File: config.mk
export PLATFORM = sky130hd
export DESIGN_NAME = static_linked_list_engine
export DESIGN_NICKNAME = d
export VERILOG_FILES = /design/src/rtl/sll_pkg.sv /design/src/rtl/sll_ram.sv /design/src/rtl/sll_seq.sv /design/src/rtl/static_linked_list_engine.sv
export VERILOG_INCLUDE_DIRS = /design/src /design/src/rtl
export SDC_FILE = /design/constraint.sdc
export NUM_CORES = 2
export LEC_CHECK = 0
export ABC_AREA = 0
export BUFFER_PORTS_ARGS = -buffer_cell sky130_fd_sc_hd__buf_4
export CORE_ASPECT_RATIO = 0.75
export CORE_MARGIN = 2
export CORE_UTILIZATION = 65
export CTS_BUF_LIST = sky130_fd_sc_hd__clkbuf_4 sky130_fd_sc_hd__clkbuf_8
export DETAILED_ROUTE_END_ITERATION = 12
export PLACE_DENSITY = 0.79
export SLEW_MARGIN = 5
export SYNTH_ARGS = -nofsm -noshare
export SYNTH_HDL_FRONTEND = slang
export SYNTH_SLANG_ARGS = --single-unit
export TNS_END_PERCENT = 10
File: constraint.sdc
create_clock -name clk_i -period 7.05 [get_ports clk_i]
set_input_delay 1.41 -clock clk_i [delete_from_list [all_inputs] [get_ports clk_i]]
set_output_delay 1.41 -clock clk_i [all_outputs]
set_load 0.01 [all_outputs]
File: src/rtl/static_linked_list_engine_defines.svh
`ifndef STATIC_LINKED_LIST_ENGINE_DEFINES_SVH
`define STATIC_LINKED_LIST_ENGINE_DEFINES_SVH

// same-cycle check
`define SLL_CHECK_NOW(label, pre, post) \
  label: assert property (@(posedge clk_i) disable iff (!rst_ni) (pre) |-> (post)) \
    else $error("sll check failed");

// next-cycle check
`define SLL_CHECK_NEXT(label, pre, post) \
  label: assert property (@(posedge clk_i) disable iff (!rst_ni) (pre) |=> (post)) \
    else $error("sll check failed");

`endif

File: src/rtl/sll_pkg.sv
package sll_pkg;

  localparam int KIND_W   = 2;
  localparam int POS_W    = 7;
  localparam int DATA_W   = 32;
  localparam int STATUS_W = 2;
  localparam int LEN_W    = 7;
  localparam int CFG_W    = 7;

  localparam int CAP_RESET = 64;

  typedef enum logic [KIND_W-1:0] {
    OP_INSERT = 2'd0,
    OP_GET    = 2'd1,
    OP_DELETE = 2'd2,
    OP_CLEAR  = 2'd3
  } kind_e;

  typedef enum logic [STATUS_W-1:0] {
    ST_OK    = 2'd0,
    ST_RANGE = 2'd1,
    ST_FULL  = 2'd2,
    ST_EMPTY = 2'd3
  } status_e;

  typedef struct packed {
    status_e             status;
    logic [DATA_W-1:0]   data;
    logic [LEN_W-1:0]    length;
  } res_t;

endpackage

File: src/rtl/sll_ram.sv
module sll_ram #(
  parameter int WIDTH = 8,
  parameter int DEPTH = 16
) (
  input  logic                     clk_i,
  input  logic                     we_i,
  input  logic [$clog2(DEPTH)-1:0] waddr_i,
  input  logic [WIDTH-1:0]         wdata_i,
  input  logic                     re_i,
  input  logic [$clog2(DEPTH)-1:0] raddr_i,
  output logic [WIDTH-1:0]         rdata_o
);

  logic [WIDTH-1:0] mem_q [DEPTH];
  logic [WIDTH-1:0] rdata_q;

  always_ff @(posedge clk_i) begin
    if (we_i) begin
      mem_q[waddr_i] <= wdata_i;
    end
    if (re_i) begin
      rdata_q <= mem_q[raddr_i];
    end
  end

  assign rdata_o = rdata_q;

endmodule

File: src/rtl/sll_seq.sv
`include "static_linked_list_engine_defines.svh"

module sll_seq #(
  parameter int NODES     = 64,
  parameter int WORD_BITS = 32
) (
  input  logic                           clk_i,
  input  logic                           rst_ni,
  input  logic                           cfg_we_i,
  input  logic [sll_pkg::CFG_W-1:0]      cfg_data_i,
  input  logic                           in_valid_i,
  output logic                           in_stall_o,
  input  logic [sll_pkg::KIND_W-1:0]     kind_i,
  input  logic [sll_pkg::POS_W-1:0]      position_i,
  input  logic [sll_pkg::DATA_W-1:0]     data_in_i,
  output logic                           res_valid_o,
  input  logic                           res_ready_i,
  output sll_pkg::res_t                  res_o,
  output logic                           lk_re_o,
  output logic [$clog2(NODES+1)-1:0]     lk_raddr_o,
  output logic                           lk_we_o,
  output logic [$clog2(NODES+1)-1:0]     lk_waddr_o,
  output logic [$clog2(NODES+1)-1:0]     lk_wdata_o,
  input  logic [$clog2(NODES+1)-1:0]     lk_rdata_i,
  output logic                           wd_re_o,
  output logic [$clog2(NODES+1)-1:0]     wd_raddr_o,
  output logic                           wd_we_o,
  output logic [$clog2(NODES+1)-1:0]     wd_waddr_o,
  output logic [WORD_BITS-1:0]           wd_wdata_o,
  input  logic [WORD_BITS-1:0]           wd_rdata_i
);

  localparam int SW      = $clog2(NODES + 1);
  localparam int SW1     = SW + 1;
  localparam int PW      = sll_pkg::POS_W;
  localparam int CMPW    = (SW > PW) ? SW : PW;
  localparam int DW      = sll_pkg::DATA_W;
  localparam int LW      = sll_pkg::LEN_W;
  localparam int CAP_RST = (sll_pkg::CAP_RESET > NODES) ? NODES : sll_pkg::CAP_RESET;

  typedef enum logic [3:0] {
    S_IDLE,
    S_POP,
    S_WALK,
    S_INS_LINK,
    S_INS_PREV,
    S_FETCH,
    S_GD,
    S_DEL_PUSH,
    S_DONE
  } state_e;

  state_e            state_q;
  sll_pkg::kind_e    op_q;
  sll_pkg::status_e  status_q;
  logic [DW-1:0]     data_q;
  logic [SW-1:0]     slot_q;
  logic [SW-1:0]     prev_q;
  logic [SW-1:0]     nxt_q;
  logic [SW-1:0]     obj_q;
  logic              use_rd_q;
  logic [CMPW-1:0]   rem_q;
  logic [SW-1:0]     first_q;
  logic [SW-1:0]     free_top_q;
  logic [SW-1:0]     stack_cnt_q;
  logic [SW-1:0]     fresh_q;
  logic [SW-1:0]     count_q;
  logic [SW-1:0]     cap_q;

  sll_pkg::kind_e    kind;
  logic              acc;
  logic              full;
  logic [CMPW-1:0]   pos_ext;
  logic [CMPW-1:0]   cnt_ext;
  logic [CMPW-1:0]   cap_ext;
  logic [CMPW-1:0]   ins_steps;
  logic [SW-1:0]     new_slot;
  logic              ins_go;
  logic [SW-1:0]     nxt_cur;
  logic [SW-1:0]     cap_d;

  always_comb begin
    kind      = sll_pkg::kind_e'(kind_i);
    acc       = in_valid_i && (state_q == S_IDLE);
    full      = count_q >= cap_q;
    pos_ext   = CMPW'(position_i);
    cnt_ext   = CMPW'(count_q);
    cap_ext   = CMPW'(cap_q);
    ins_steps = (pos_ext < cnt_ext) ? pos_ext : cnt_ext;
    new_slot  = (stack_cnt_q != '0) ? free_top_q : fresh_q;
    ins_go    = acc && (kind == sll_pkg::OP_INSERT) && !full && !(pos_ext > cap_ext);
    nxt_cur   = use_rd_q ? lk_rdata_i : nxt_q;
    if (cfg_data_i == '0) begin
      cap_d = SW'(1);
    end else if (32'(cfg_data_i) > NODES) begin
      cap_d = SW'(NODES);
    end else begin
      cap_d = SW'(cfg_data_i);
    end
  end

  // memory ports
  always_comb begin
    lk_re_o    = 1'b0;
    lk_raddr_o = nxt_cur;
    lk_we_o    = 1'b0;
    lk_waddr_o = slot_q;
    lk_wdata_o = nxt_cur;
    wd_re_o    = 1'b0;
    wd_raddr_o = nxt_cur;
    wd_we_o    = ins_go;
    wd_waddr_o = new_slot;
    wd_wdata_o = WORD_BITS'(data_in_i);
    unique case (state_q)
      S_IDLE: begin
        lk_re_o    = ins_go && (stack_cnt_q != '0);
        lk_raddr_o = free_top_q;
      end
      S_WALK: begin
        lk_re_o = 1'b1;
      end
      S_INS_LINK: begin
        lk_we_o = 1'b1;
      end
      S_INS_PREV: begin
        lk_we_o    = 1'b1;
        lk_waddr_o = prev_q;
        lk_wdata_o = slot_q;
      end
      S_FETCH: begin
        lk_re_o = 1'b1;
        wd_re_o = 1'b1;
      end
      S_GD: begin
        lk_we_o    = (op_q == sll_pkg::OP_DELETE) && (prev_q != '0);
        lk_waddr_o = prev_q;
        lk_wdata_o = lk_rdata_i;
      end
      S_DEL_PUSH: begin
        lk_we_o    = 1'b1;
        lk_waddr_o = obj_q;
        lk_wdata_o = free_top_q;
      end
      default: begin
      end
    endcase
  end

  always_ff @(posedge clk_i or negedge rst_ni) begin
    if (!rst_ni) begin
      state_q     <= S_IDLE;
      op_q        <= sll_pkg::OP_CLEAR;
      status_q    <= sll_pkg::ST_OK;
      data_q      <= '0;
      slot_q      <= '0;
      prev_q      <= '0;
      nxt_q       <= '0;
      obj_q       <= '0;
      use_rd_q    <= 1'b0;
      rem_q       <= '0;
      first_q     <= '0;
      free_top_q  <= '0;
      stack_cnt_q <= '0;
      fresh_q     <= SW'(1);
      count_q     <= '0;
      cap_q       <= SW'(CAP_RST);
    end else begin
      unique case (state_q)
        S_IDLE: begin
          if (acc) begin
            op_q     <= kind;
            data_q   <= '0;
            status_q <= sll_pkg::ST_OK;
            prev_q   <= '0;
            nxt_q    <= first_q;
            use_rd_q <= 1'b0;
            state_q  <= S_DONE;
            unique case (kind)
              sll_pkg::OP_INSERT: begin
                if (full) begin
                  status_q <= sll_pkg::ST_FULL;
                end else if (pos_ext > cap_ext) begin
                  status_q <= sll_pkg::ST_RANGE;
                end else begin
                  slot_q  <= new_slot;
                  rem_q   <= ins_steps;
                  count_q <= count_q + SW'(1);
                  if (stack_cnt_q != '0) begin
                    stack_cnt_q <= stack_cnt_q - SW'(1);
                    state_q     <= S_POP;
                  end else begin
                    fresh_q <= fresh_q + SW'(1);
                    state_q <= (ins_steps == '0) ? S_INS_LINK : S_WALK;
                  end
                end
              end
              sll_pkg::OP_GET, sll_pkg::OP_DELETE: begin
                if (count_q == '0) begin
                  status_q <= sll_pkg::ST_EMPTY;
                end else if (pos_ext >= cnt_ext) begin
                  status_q <= sll_pkg::ST_RANGE;
                end else begin
                  rem_q   <= pos_ext;
                  state_q <= (pos_ext == '0) ? S_FETCH : S_WALK;
                  if (kind == sll_pkg::OP_DELETE) begin
                    count_q <= count_q - SW'(1);
                  end
                end
              end
              sll_pkg::OP_CLEAR: begin
                first_q     <= '0;
                count_q     <= '0;
                fresh_q     <= SW'(1);
                stack_cnt_q <= '0;
              end
            endcase
          end
        end
        S_POP: begin
          free_top_q <= lk_rdata_i;
          state_q    <= (rem_q == '0) ? S_INS_LINK : S_WALK;
        end
        S_WALK: begin
          prev_q   <= nxt_cur;
          use_rd_q <= 1'b1;
          rem_q    <= rem_q - CMPW'(1);
          if (rem_q == CMPW'(1)) begin
            state_q <= (op_q == sll_pkg::OP_INSERT) ? S_INS_LINK : S_FETCH;
          end
        end
        S_INS_LINK: begin
          if (prev_q == '0) begin
            first_q <= slot_q;
            state_q <= S_DONE;
          end else begin
            state_q <= S_INS_PREV;
          end
        end
        S_INS_PREV: begin
          state_q <= S_DONE;
        end
        S_FETCH: begin
          obj_q   <= nxt_cur;
          state_q <= S_GD;
        end
        S_GD: begin
          data_q <= DW'(wd_rdata_i);
          if (op_q == sll_pkg::OP_DELETE) begin
            if (prev_q == '0) begin
              first_q <= lk_rdata_i;
            end
            state_q <= S_DEL_PUSH;
          end else begin
            state_q <= S_DONE;
          end
        end
        S_DEL_PUSH: begin
          free_top_q  <= obj_q;
          stack_cnt_q <= stack_cnt_q + SW'(1);
          state_q     <= S_DONE;
        end
        S_DONE: begin
          if (res_ready_i) begin
            state_q <= S_IDLE;
          end
        end
        default: begin
          state_q <= S_IDLE;
        end
      endcase
      if (cfg_we_i) begin
        cap_q       <= cap_d;
        first_q     <= '0;
        count_q     <= '0;
        fresh_q     <= SW'(1);
        stack_cnt_q <= '0;
      end
    end
  end

  assign in_stall_o    = (state_q != S_IDLE);
  assign res_valid_o   = (state_q == S_DONE);
  assign res_o.status  = status_q;
  assign res_o.data    = data_q;
  assign res_o.length  = LW'(count_q);

  `SLL_CHECK_NOW(a_cap_range, 1'b1, (cap_q != '0) && (32'(cap_q) <= NODES))
  `SLL_CHECK_NOW(a_count_cap, 1'b1, count_q <= cap_q)
  `SLL_CHECK_NOW(a_free_balance, 1'b1, SW1'(stack_cnt_q) + SW1'(count_q) <= SW1'(cap_q))
  `SLL_CHECK_NEXT(a_accept_busy, in_valid_i && !in_stall_o, state_q != S_IDLE)
  `SLL_CHECK_NEXT(a_walk_end, (state_q == S_WALK) && (rem_q == CMPW'(1)), (state_q == S_INS_LINK) || (state_q == S_FETCH))

endmodule

File: src/rtl/static_linked_list_engine.sv
// Linked list of words in slots 1..capacity with a free-slot stack; one word in, one word out
// for each operation (insert, get, delete, clear). Operations are taken one at a time, and the
// list is walked one link per cycle through the single read port of the link memory. Slots
// never used since the last clear are handed out by a counter, so no clearing pass follows
// reset or a clear. The result waits in an output register, and a write to the capacity
// register clears the list.
module static_linked_list_engine #(
  parameter int NODES     = 64,
  parameter int WORD_BITS = 32
) (
  input  logic                             clk_i,
  input  logic                             rst_ni,
  input  logic                             cfg_we_i,
  input  logic [sll_pkg::CFG_W-1:0]        cfg_data_i,
  input  logic                             in_valid_i,
  output logic                             in_stall_o,
  input  logic [sll_pkg::KIND_W-1:0]       kind_i,
  input  logic [sll_pkg::POS_W-1:0]        position_i,
  input  logic [sll_pkg::DATA_W-1:0]       data_in_i,
  output logic                             out_valid_o,
  input  logic                             out_stall_i,
  output logic [sll_pkg::STATUS_W-1:0]     status_o,
  output logic [sll_pkg::DATA_W-1:0]       data_out_o,
  output logic [sll_pkg::LEN_W-1:0]        list_length_o
);

  localparam int SW = $clog2(NODES + 1);

  logic                  lk_re;
  logic [SW-1:0]         lk_raddr;
  logic                  lk_we;
  logic [SW-1:0]         lk_waddr;
  logic [SW-1:0]         lk_wdata;
  logic [SW-1:0]         lk_rdata;
  logic                  wd_re;
  logic [SW-1:0]         wd_raddr;
  logic                  wd_we;
  logic [SW-1:0]         wd_waddr;
  logic [WORD_BITS-1:0]  wd_wdata;
  logic [WORD_BITS-1:0]  wd_rdata;

  logic                  res_valid;
  logic                  res_ready;
  sll_pkg::res_t         res;

  logic                  out_valid_q;
  sll_pkg::res_t         out_q;

  sll_ram #(
    .WIDTH (SW),
    .DEPTH (NODES + 1)
  ) u_link_ram (
    .clk_i   (clk_i),
    .we_i    (lk_we),
    .waddr_i (lk_waddr),
    .wdata_i (lk_wdata),
    .re_i    (lk_re),
    .raddr_i (lk_raddr),
    .rdata_o (lk_rdata)
  );

  sll_ram #(
    .WIDTH (WORD_BITS),
    .DEPTH (NODES + 1)
  ) u_word_ram (
    .clk_i   (clk_i),
    .we_i    (wd_we),
    .waddr_i (wd_waddr),
    .wdata_i (wd_wdata),
    .re_i    (wd_re),
    .raddr_i (wd_raddr),
    .rdata_o (wd_rdata)
  );

  sll_seq #(
    .NODES     (NODES),
    .WORD_BITS (WORD_BITS)
  ) u_seq (
    .clk_i       (clk_i),
    .rst_ni      (rst_ni),
    .cfg_we_i    (cfg_we_i),
    .cfg_data_i  (cfg_data_i),
    .in_valid_i  (in_valid_i),
    .in_stall_o  (in_stall_o),
    .kind_i      (kind_i),
    .position_i  (position_i),
    .data_in_i   (data_in_i),
    .res_valid_o (res_valid),
    .res_ready_i (res_ready),
    .res_o       (res),
    .lk_re_o     (lk_re),
    .lk_raddr_o  (lk_raddr),
    .lk_we_o     (lk_we),
    .lk_waddr_o  (lk_waddr),
    .lk_wdata_o  (lk_wdata),
    .lk_rdata_i  (lk_rdata),
    .wd_re_o     (wd_re),
    .wd_raddr_o  (wd_raddr),
    .wd_we_o     (wd_we),
    .wd_waddr_o  (wd_waddr),
    .wd_wdata_o  (wd_wdata),
    .wd_rdata_i  (wd_rdata)
  );

  // output word register
  assign res_ready = !out_valid_q || !out_stall_i;

  always_ff @(posedge clk_i or negedge rst_ni) begin
    if (!rst_ni) begin
      out_valid_q <= 1'b0;
    end else if (res_valid && res_ready) begin
      out_valid_q <= 1'b1;
    end else if (!out_stall_i) begin
      out_valid_q <= 1'b0;
    end
  end

  always_ff @(posedge clk_i) begin
    if (res_valid && res_ready) begin
      out_q <= res;
    end
  end

  assign out_valid_o   = out_valid_q;
  assign status_o      = out_q.status;
  assign data_out_o    = out_q.data;
  assign list_length_o = out_q.length;

endmodule

==> results.sh <==
export IMPL_cts_num_sinks=2734
export IMPL_worst_slew_pin_slew_ns=1.55
export IMPL_slew_viol_final=6
export IMPL_vias=74300
export IMPL_portBuffers=95
export IMPL_total_power_w=0.0514
export IMPL_cts_htree_levels=5
export IMPL_violations="capacitance limit, slew limit"
export IMPL_die_w_um=479
export IMPL_p_comb_share_pct=38.8
export IMPL_synth_edf_count=2615
export IMPL_routed_wl_um=315000
export IMPL_ctsResizeCount=0
export IMPL_cts_tree="yes"
export IMPL_critPathKind="flop to flop"
export IMPL_critPathSlowestCell="a311oi_1"
export IMPL_io_pins=96
export IMPL_drive_above_1_share_pct=11.6
export IMPL_grt_overflow=0
export IMPL_drtPass1Iterations=10
export IMPL_worst_path_most_repeated_cell="a311oi_1"
export IMPL_remaining_drc_errors=0
export IMPL_clk_insertion_delay_late_ns=1.08
export IMPL_drtIter0Drc=14800
export IMPL_synthesis_nets=8428
export IMPL_dpl_hpwl_um=184000
export IMPL_seqPwrFrac_pct=37.2
export IMPL_slew_headroom_pct=-3.74
export IMPL_drv_cap=5
export IMPL_crit_family="compound AO/OA/AOI/OAI gates"
export IMPL_first_global_vias=69300
export IMPL_outcome="complete, but fails checks"
export IMPL_power_leakage_nw=41.9
export IMPL_cts_setup_buffers=0
export IMPL_grt_usage_pct=36.1
export IMPL_rsz0062_at_grt="no"
export IMPL_avgSynthCellArea_sq_um=13.2
export IMPL_synth_seq_cells=2734
export IMPL_rows=130
export IMPL_cts_buffers=402
export IMPL_crit_fanout=36
export IMPL_antenna_found_initial=22
export IMPL_ys_async_sr_fraction_pct=4.35
export IMPL_setup_viol_count_final=0
export IMPL_intPower_w=0.0303
export IMPL_layout_nets=8525
export IMPL_viasPerCell=6.75
export IMPL_hold_path_class="input pin to async pin"
export IMPL_ant_nets=0
export IMPL_syn_inst=8340
export IMPL_ctsHoldBuffers=0
export IMPL_finalSetupTns_ns=0
export IMPL_synth_flop_cell="edfxtp_1"
export IMPL_cp_cell_sequence="buf_4, mux2i_4, buf_12, nand2_1, and3_1, a311oi_1, a311oi_1, a311oi_1, o21ai_0, nand3_1"
export IMPL_pre_cts_ws_ns=1.23
export IMPL_synth_largest_area_cell="edfxtp_1"
export IMPL_cts_clk_slew_worst_paths_ns=0.06
export IMPL_area_growth_pct=10.4
export IMPL_die_y_um=360
export IMPL_wl_per_cell_um=28.6
export IMPL_core_area_sq_um=168000
export IMPL_root_buffer="clkbuf_8"
export IMPL_worst_path_buf_inv=2
export IMPL_start_util_pct=65.5
export IMPL_critPathMaxStageDelay_ns=1.26
export IMPL_switchingPower_w=0.0210
export IMPL_fin_crit_ns=5.28
export IMPL_vdd_ir_drop_max_mv=0.474
export IMPL_synth_distinct_cells=72
export IMPL_worstPathArrival_ns=6.21
export IMPL_clock_fmax_mhz=189
export IMPL_skew_ns=0.119
export IMPL_final_cells=11000
export IMPL_hold_viol=0
export IMPL_required_ns=7.97
export IMPL_die_area_sq_um=172000
export IMPL_sw_frac_of_total_pct=40.9
export IMPL_p_clk_share_pct=24.0
export IMPL_yosysWarnings=0
export IMPL_yosysTopAreaCellShare_pct=71.5
export IMPL_ys_top_cells_by_area="edfxtp_1 72%, nand2_1 7.9%, nand3_1 5.2%"
export IMPL_cp_start_kind="flop"
export IMPL_dp_cells=10300
export IMPL_ys_seq_area_share_pct=74.3
export IMPL_timing_final_ws_setup_ns=1.77
export IMPL_endpoint_kind="flop"
export IMPL_grt_max_degree=161
export IMPL_gp_congestion=0.968
export IMPL_cts_buffer_depth=4
export IMPL_grt_pass1_wl_um=455000
export IMPL_netlist_area_sq_um=110000
export IMPL_power_density_nw_per_um2=424
export IMPL_period_share_pct=75.0
[cells in the mapped netlist (52+ instances only)]
cell type     n
mux2i_1     141
nand3_1    1149
edfxtp_1   2615
and3_1      132
a21oi_1      89
o21ai_0     116
a311oi_1    385
nor2_1      240
o221ai_1     52
dfrtp_1     115
clkbuf_1    478
nand2_1    2322
[flip-flops by register name, summed over array words and instances (netlist names), 32 cells and up]
signal and flops:
data_out_o 32, u_word_ram.rdata_o 32, u_link_ram.mem_q 455, u_seq.data_q 32, u_word_ram.mem_q 2080
[through the flow]
step	cell area, sq um	util (%)	hold WS [ns]
after floorplan	110000	-	0.425
after global placement	114000	67.8	0.439
after detailed placement	114000	67.8	0.442
after CTS	121000	72.3	0.409
after global routing	121000	72.3	0.462
final	121000	72.3	0.438
[final timing paths]
kind | startpoint | end | slack, ns | cells past startpoint
max | u_seq.use_rd_q | u_word_ram.rdata_o[0] | 1.77 | 10
min reg2reg | u_seq.status_q[1] | status_o[1] | 0.45 | 0
min in group clk_i | u_seq.status_q[1] | status_o[1] | 0.45 | 0
max reg2reg | u_seq.use_rd_q | u_word_ram.rdata_o[0] | 1.77 | 10
max in group asynchronous | rst_ni | u_seq.fresh_q[2] | 5.24 | 2
min | rst_ni | u_seq.data_q[31] | 0.44 | 1
[worst reg2reg max path, cell delays in order (launching register included)]
cell      delay (ns)
dfrtp_1         0.33
buf_4           0.35
mux2i_4         1.11
buf_12          0.35
nand2_1         0.08
and3_1          0.17
a311oi_1        0.67
a311oi_1        0.27
a311oi_1        1.26
o21ai_0         0.35
nand3_1         0.24
[cell families after synthesis]
kind of cell	after synthesis	share of synthesized area (%)
buffers and inverters	590	2.12
and+or+nand+nor	3970	15.5
AOI/OAI and AO/OA	824	5.71
muxes	180	1.94
DFF	2734	74.3
xor gates and xnor gates	7	0.0559
adders and majority gates	35	0.406
[metal layers]
metal / global-route usage, % / vias up / routed length [um]
met3: 14.7 / 746 / 56200
met1: 53.2 / 36000 / 115000
li1: - / 31300 / -
met2: 48.9 / 6207 / 132000
met4: 11.6 / 12 / 10600
met5: 3.02 / - / 774
[layout by cell type, fill, tap and decap left out, types with 8 or more instances in the layout]
| cell | Yosys | routed |
|---|---|---|
| a21oi_1 | 89 | 88 |
| o22ai_1 | 21 | 21 |
| edfxtp_1 | 2615 | 2615 |
| buf_12 | 0 | 32 |
| nand2_1 | 2322 | 2322 |
| a22oi_1 | 30 | 30 |
| ha_1 | 34 | 34 |
| nor2b_1 | 14 | 13 |
| mux4_2 | 25 | 25 |
| a31oi_1 | 11 | 10 |
| o221ai_1 | 52 | 52 |
| clkinv_1 | 0 | 87 |
| mux2_2 | 13 | 9 |
| nor2_4 | 0 | 65 |
| nand2b_1 | 15 | 15 |
| and3_1 | 132 | 132 |
| mux2i_1 | 141 | 135 |
| buf_4 | 10 | 222 |
| clkinv_2 | 0 | 47 |
| nor3_1 | 29 | 29 |
| dfrtp_1 | 115 | 115 |
| clkbuf_4 | 0 | 124 |
| nand3_1 | 1149 | 1149 |
| diode_2 | 0 | 31 |
| inv_1 | 28 | 28 |
| a311oi_2 | 0 | 9 |
| a22o_1 | 37 | 37 |
| a21o_1 | 9 | 9 |
| bufinv_16 | 0 | 8 |
| nand3b_1 | 13 | 13 |
| clkbuf_8 | 0 | 416 |
| o21ai_0 | 116 | 112 |
| a311oi_1 | 385 | 376 |
| or4_1 | 8 | 8 |
| a211oi_1 | 21 | 21 |
| nor4_1 | 16 | 14 |
| nor2_1 | 240 | 173 |
[cell type report]
cell class              instances  area (sq um)
diodes                         31          77.6
multi-input cells            5016         26800
repair buffers                254          2310
fillers                     10400         46400
clock inverters               153           891
clock buffers                 540          6660
flip-flops and latches       2734         81500
well taps                    2244          2810
inverters                      29           109
[power groups by stage]
| stage | registers, W | logic, W | clock network [W] |
|---|---|---|---|
| 3_5_place_dp | 0.0194 | 0.0188 | 0 |
| 6_report | 0.0191 | 0.0199 | 0.0123 |
| 5_1_grt | 0.0191 | 0.0206 | 0.0130 |
| 2_1_floorplan | 0.0194 | 0.0109 | 0 |
| 4_1_cts | 0.0191 | 0.0188 | 0.0123 |
| 3_3_place_gp | 0.0194 | 0.0184 | 0 |
Power figures use the tool's default switching activity.
